### src/rtl/rdc_pkg.sv
`timescale 1ns / 1ps
package rdc_pkg;

    localparam int unsigned CordicStepsDefault = 30;
    localparam int unsigned AngW = 32;
    // CORDIC datapath width: Q2.30 plus guard bits for gain growth
    localparam int unsigned CW = 34;
    localparam logic signed [CW-1:0] GainStart = 34'sd652032874;
    localparam logic signed [35:0] QOne = 36'sd1073741824;

    localparam logic [0:0] CFG_RA0  = 1'b0;
    localparam logic [0:0] CFG_DEC0 = 1'b1;

    typedef struct packed {
        logic [31:0]        right_ascension;
        logic signed [31:0] declination;
    } t_in;

    typedef struct packed {
        logic signed [31:0] cos_l;
        logic signed [31:0] cos_m;
        logic signed [31:0] cos_n;
    } t_out;

    // per-stage CORDIC sample: two rotations in parallel plus folding flags
    typedef struct packed {
        logic signed [CW-1:0] xa;
        logic signed [CW-1:0] ya;
        logic signed [32:0]   za;
        logic                 fa;
        logic signed [CW-1:0] xd;
        logic signed [CW-1:0] yd;
        logic signed [32:0]   zd;
        logic                 fd;
    } t_rot;

    function automatic logic [31:0] atan_lut(input logic [4:0] i);
        logic [31:0] r;
        begin
            unique case (i)
                5'd0:  r = 32'h20000000; 5'd1:  r = 32'h12E4051E;
                5'd2:  r = 32'h09FB385B; 5'd3:  r = 32'h051111D4;
                5'd4:  r = 32'h028B0D43; 5'd5:  r = 32'h0145D7E1;
                5'd6:  r = 32'h00A2F61E; 5'd7:  r = 32'h00517C55;
                5'd8:  r = 32'h0028BE53; 5'd9:  r = 32'h00145F2F;
                5'd10: r = 32'h000A2F98; 5'd11: r = 32'h000517CC;
                5'd12: r = 32'h00028BE6; 5'd13: r = 32'h000145F3;
                5'd14: r = 32'h0000A2FA; 5'd15: r = 32'h0000517D;
                5'd16: r = 32'h000028BE; 5'd17: r = 32'h0000145F;
                5'd18: r = 32'h00000A30; 5'd19: r = 32'h00000518;
                5'd20: r = 32'h0000028C; 5'd21: r = 32'h00000146;
                5'd22: r = 32'h000000A3; 5'd23: r = 32'h00000051;
                5'd24: r = 32'h00000029; 5'd25: r = 32'h00000014;
                5'd26: r = 32'h0000000A; 5'd27: r = 32'h00000005;
                5'd28: r = 32'h00000003; 5'd29: r = 32'h00000001;
                5'd30: r = 32'h00000001; 5'd31: r = 32'h00000000;
                default: r = 32'h0;
            endcase
            return r;
        end
    endfunction

    // Q2.30 product with round half up, floor shift
    function automatic logic signed [35:0] qmul(input logic signed [35:0] a,
                                                input logic signed [35:0] b);
        logic signed [71:0] p;
        begin
            p = (72'(a) * 72'(b)) + 72'sd536870912;
            return 36'(p >>> 30);
        end
    endfunction

    function automatic logic signed [31:0] sat(input logic signed [35:0] v);
        logic signed [35:0] r;
        begin
            r = v;
            if (v > QOne) r = QOne;
            if (v < -QOne) r = -QOne;
            return r[31:0];
        end
    endfunction

endpackage

### src/rtl/rdc_cordic_stage.sv
`timescale 1ns / 1ps
// One registered CORDIC micro-rotation, applied to both angle lanes
module rdc_cordic_stage #(
    parameter int unsigned STEP = 0
) (
    input  logic              i_clk,
    input  logic              i_rst_n,
    input  logic              i_en,
    input  logic              i_valid,
    input  rdc_pkg::t_rot     i_rot,
    output logic              o_valid,
    output rdc_pkg::t_rot     o_rot
);
    localparam logic signed [32:0] Atan = 33'({1'b0, rdc_pkg::atan_lut(5'(STEP))});

    rdc_pkg::t_rot n_rot;
    rdc_pkg::t_rot r_rot;
    logic          r_valid;

    always_comb begin
        n_rot = i_rot;
        if (!i_rot.za[32]) begin
            n_rot.xa = i_rot.xa - (i_rot.ya >>> STEP);
            n_rot.ya = i_rot.ya + (i_rot.xa >>> STEP);
            n_rot.za = i_rot.za - Atan;
        end else begin
            n_rot.xa = i_rot.xa + (i_rot.ya >>> STEP);
            n_rot.ya = i_rot.ya - (i_rot.xa >>> STEP);
            n_rot.za = i_rot.za + Atan;
        end
        if (!i_rot.zd[32]) begin
            n_rot.xd = i_rot.xd - (i_rot.yd >>> STEP);
            n_rot.yd = i_rot.yd + (i_rot.xd >>> STEP);
            n_rot.zd = i_rot.zd - Atan;
        end else begin
            n_rot.xd = i_rot.xd + (i_rot.yd >>> STEP);
            n_rot.yd = i_rot.yd - (i_rot.xd >>> STEP);
            n_rot.zd = i_rot.zd + Atan;
        end
    end

    always_ff @(posedge i_clk) begin
        if (!i_rst_n) begin
            r_valid <= 1'b0;
        end else if (i_en) begin
            r_valid <= i_valid;
        end
    end

    always_ff @(posedge i_clk) begin
        if (i_en) begin
            r_rot <= n_rot;
        end
    end

    assign o_valid = r_valid;
    assign o_rot   = r_rot;
endmodule

### config.mk
export PLATFORM = sky130hd
export DESIGN_NAME = rdc_cordic_stage
export DESIGN_NICKNAME = d
export VERILOG_FILES = /design/src/rtl/rdc_pkg.sv /design/src/rtl/rdc_cordic_stage.sv
export SDC_FILE = /design/constraint.sdc
export NUM_CORES = 1
export LEC_CHECK = 0
export ABC_AREA = 1
export ABC_CLOCK_PERIOD_IN_PS = 2600
export BUFFER_PORTS_ARGS = -buffer_cell sky130_fd_sc_hd__buf_2
export CORE_MARGIN = 2
export CORE_UTILIZATION = 40
export CTS_CLUSTER_DIAMETER = 40
export DETAILED_ROUTE_END_ITERATION = 6
export PLACE_DENSITY = 0.64
export SLEW_MARGIN = 20
export SYNTH_ARGS = -nofsm -noshare
export SYNTH_HDL_FRONTEND = slang
export SYNTH_SLANG_ARGS = --single-unit
### constraint.sdc
create_clock -name i_clk -period 2.6 [get_ports i_clk]
set_input_delay 0.39 -clock i_clk [delete_from_list [all_inputs] [get_ports i_clk]]
set_output_delay 0.39 -clock i_clk [all_outputs]
set_load 0.02 [all_outputs]
==> flow_metrics.py <==
metrics = {
    "clock_network": {
        "cts_buffer_depth": 3,
        "cts_inserted_buffers": 37,
        "cts_tree": "built",
        "cts_num_sinks": 203,
        "cts-root-buf": "clkbuf_16",
        "clkLatencyLatePin_ps": 560,
        "clk_pin_slew_ps": 50,
        "cts_resized": 0,
        "cts_htree_levels": 2,
        "ctsHoldBuffers": 58,
        "cts_setup_buffers": 0,
    },
    "timing": {
        "period_needed_ps": 2160,
        "fin_skew_ps": 0,
        "tightest_slew_ps": 752,
        "hold_viol": 0,
        "achievable-frequency_ghz": 0.462,
        "fin_ws_ps": 436,
        "min_period_over_period": 0.832,
        "whs_ps": 33.9,
        "rsz0062_at_grt": "no",
        "setup_viol": 0,
        "finalMaxSlewViolations": 0,
        "relSlewSlack": 0.499,
    },
    "floorplanning": {
        "die_w_um": 233,
        "start_util": 0.403,
        "coreArea_um2": 52200,
        "rows": 84,
        "die_height_um": 233,
        "num_io_pins": 413,
        "dieArea_um2": 54400,
    },
    "finish": {
        "fin_util": 0.524,
        "fin_nets": 4275,
        "area_growth_pct": 30.1,
        "register_area_um2": 6090,
        "drive_above_1_share": 0.204,
        "multi_input_area_um2": 12500,
        "nFillCells": 5282,
    },
    "detailed_routing": {
        "viasPerCell": 5.07,
        "wl_per_cell_um": 17.4,
        "route.vias.total": 23200,
        "routed_wl_um": 79800,
        "drc": 0,
        "first_iter_violations": 1533,
        "firstDrtPassIters": 5,
        "drtAntennaViolNets": 0,
    },
    "global_route": {
        "grt_pass1_wl_um": 122000,
        "grt-ovfl-total": 0,
        "track_usage": 0.290,
        "antenna_found_initial": 2,
        "grt_pass1_vias": 22800,
        "grt_max_degree": 72,
    },
    "synth": {
        "yosysTopAreaCell": "edfxtp_1",
        "yosysWarningCount": 0,
        "seq_area_frac_synth": 0.289,
        "muxShareOfSynthArea": 0.000952,
        "postSynthAreaPerCell_um2": 6.63,
        "synth-compound-area-share": 0.125,
        "ys_seq_elements": 203,
        "yosysTopAreaCellShare": 0.288,
        "yosysUniqueCellTypes": 43,
        "syn-cell-area_um2": 21000,
        "synthCells": 3171,
        "synth-xor-area-share": 0.0216,
        "synthAdderAreaFrac": 0.128,
        "synth_area_leaders": "edfxtp_1, nand2_1, ha_1, inv_1, nand3_1",
        "synth_top_family_by_area": "simple AND/OR/NAND/NOR gates",
        "synth_fp_nets": 3589,
        "yosys.area_share.simple": 0.320,
    },
    "flow_run": {
        "max_cap_violations": 0,
    },
    "power": {
        "peakVddDrop_mv": 0.470,
        "power.leakage_nw": 14.4,
        "p_total_mw": 14.7,
        "powerDensity_nw_per_um2": 536,
    },
    "worst_setup_path": {
        "crit_path_max_fanout": 8,
        "rr_startpoint": "o_valid",
        "reg2reg_depth": 2,
        "cp-end-kind": "flop",
        "crit_path_start_kind": "primary input",
        "cp-startpoint": "i_rot[142]",
        "rr_endpoint": "o_valid",
        "cp.arrival_ps": 2470,
        "crit_path_frequent_cell": "nand2_1",
        "path_class": "primary input to flop",
        "cp_slowest_stage_delay_ps": 420,
        "cp.required_ps": 2910,
        "worst_path_max_delay_cell": "ha_1",
        "cp_cell_sequence": "buf_2 -> inv_1 -> ha_1 -> inv_1 -> nand2_1 -> nor3_1 -> nand2_1 -> nand2_1 -> nand3_1 -> nand2_1 -> nand2_1 -> nand2_1 -> nand2_1 -> nand3_1 -> nand2_1",
        "rrSetupSlack_ps": 1890,
    },
    "outcome": {
        "status": "complete, no violations",
    },
    "placement": {
        "dp_hpwl_um": 66700,
        "io_buffers": 412,
        "gp_congestion": 0.984,
        "dp_slack_ps": -74.6,
    },
    "min_path": {
        "min_to": "o_rot[104]",
        "min_from": "i_rot[104]",
        "hold_path_class": "primary input to flop",
        "worstHoldPathCells": 1,
    },
}
per-layer routing:
| layer | up-vias | part of all wire | global-route usage |
|---|---|---|---|
| met5 | - | 0 | 0 |
| met4 | 0 | 0.049 | 0.137 |
| met3 | 178 | 0.051 | 0.0308 |
| met2 | 767 | 0.48 | 0.509 |
| met1 | 10700 | 0.42 | 0.355 |
| li1 | 11600 | - | - |
placed cells by master (no fill, tap or decap), drive strengths merged, types with 10 or more instances in the layout:
cell type / n
nand3: 323
xor2: 50
dlygate4sd3: 58
ha: 202
clkbuf: 38
buf: 679
or2: 10
a21o: 11
inv: 523
o21bai: 29
a21oi: 229
edfxtp: 202
o21ai: 190
clkinv: 11
nor2: 265
nor3: 25
nand2: 947
nand4: 27
Yosys cell counts (all sizes together):
cell and count:
or2 10, clkbuf 16, o21a 5, a21oi 229, dfxtp 1, buf 74, xnor2 2, and2 2
a211oi 2, o22ai 8, nand3 323, nor2 265, inv 511, nor4 8, xor2 50, a21boi 4
o21ai 190, mux2i 2, fa 8, nand4 27, o21bai 29, nand3b 8, a31oi 4, a21o 11
nand2 947, o211ai 6, nor3 25, ha 202, edfxtp 202
registers in the layout (all words and copies together), names as in the netlist:
signal   cells
o_rot      202
o_valid      1
stage by stage:
stage / std cells / setup TNS (ps) / cell area (µm²)
after global routing: 4575 / 0 / 27400
after detailed placement: 4448 / -355 / 25500
after CTS: 4573 / 0 / 27400
after floorplan: 3171 / 0 / 21000
after global placement: 4448 / -195 / 25500
final: 4575 / 0 / 27400
where the power goes:
group	total [mW]	internal [mW]	leakage, nW	switching, mW
logic	5.50	1.96	11.8	3.54
clock network	4.91	3.01	0.616	1.90
registers	4.26	4.12	1.98	0.134
total	14.7	9.10	14.4	5.57
final cells by class:
type,count,area share
clock inverter,29,0.0123
antenna,2,0.000183
multi-input combinational,2367,0.457
inverter,511,0.0701
timing repair buffer,737,0.172
sequential,203,0.222
tap,688,0.0314
clock buffer,38,0.0340
worst max path at each step:
stage | slack, ps | end
2_1_floorplan | 490 | o_rot[66]
3_3_place_gp | -50 | o_rot[201]
3_5_place_dp | -70 | o_rot[201]
4_1_cts | 500 | o_rot[201]
5_1_grt | 300 | o_rot[201]
6_report | 440 | o_rot[201]
cells by family (layout without fill, tap and decap cells):
kind of cell / after synthesis / count (layout)
XOR/XNOR: 52 / 52
multiplexers: 2 / 2
flip-flops: 203 / 203
AO/OA/AOI/OAI: 488 / 488
AND/OR/NAND/NOR: 1615 / 1615
buffers and inverters: 601 / 1315
other: 0 / 2
adder cells (fa/ha/maj): 210 / 210
worst max-delay path, delay by kind of cell:
kind	cells	cell delay (ps)
buffers and inverters	3	290
and+or+nand+nor	11	1370
adders and majority gates	1	420
Power figures use the tool's default switching activity.
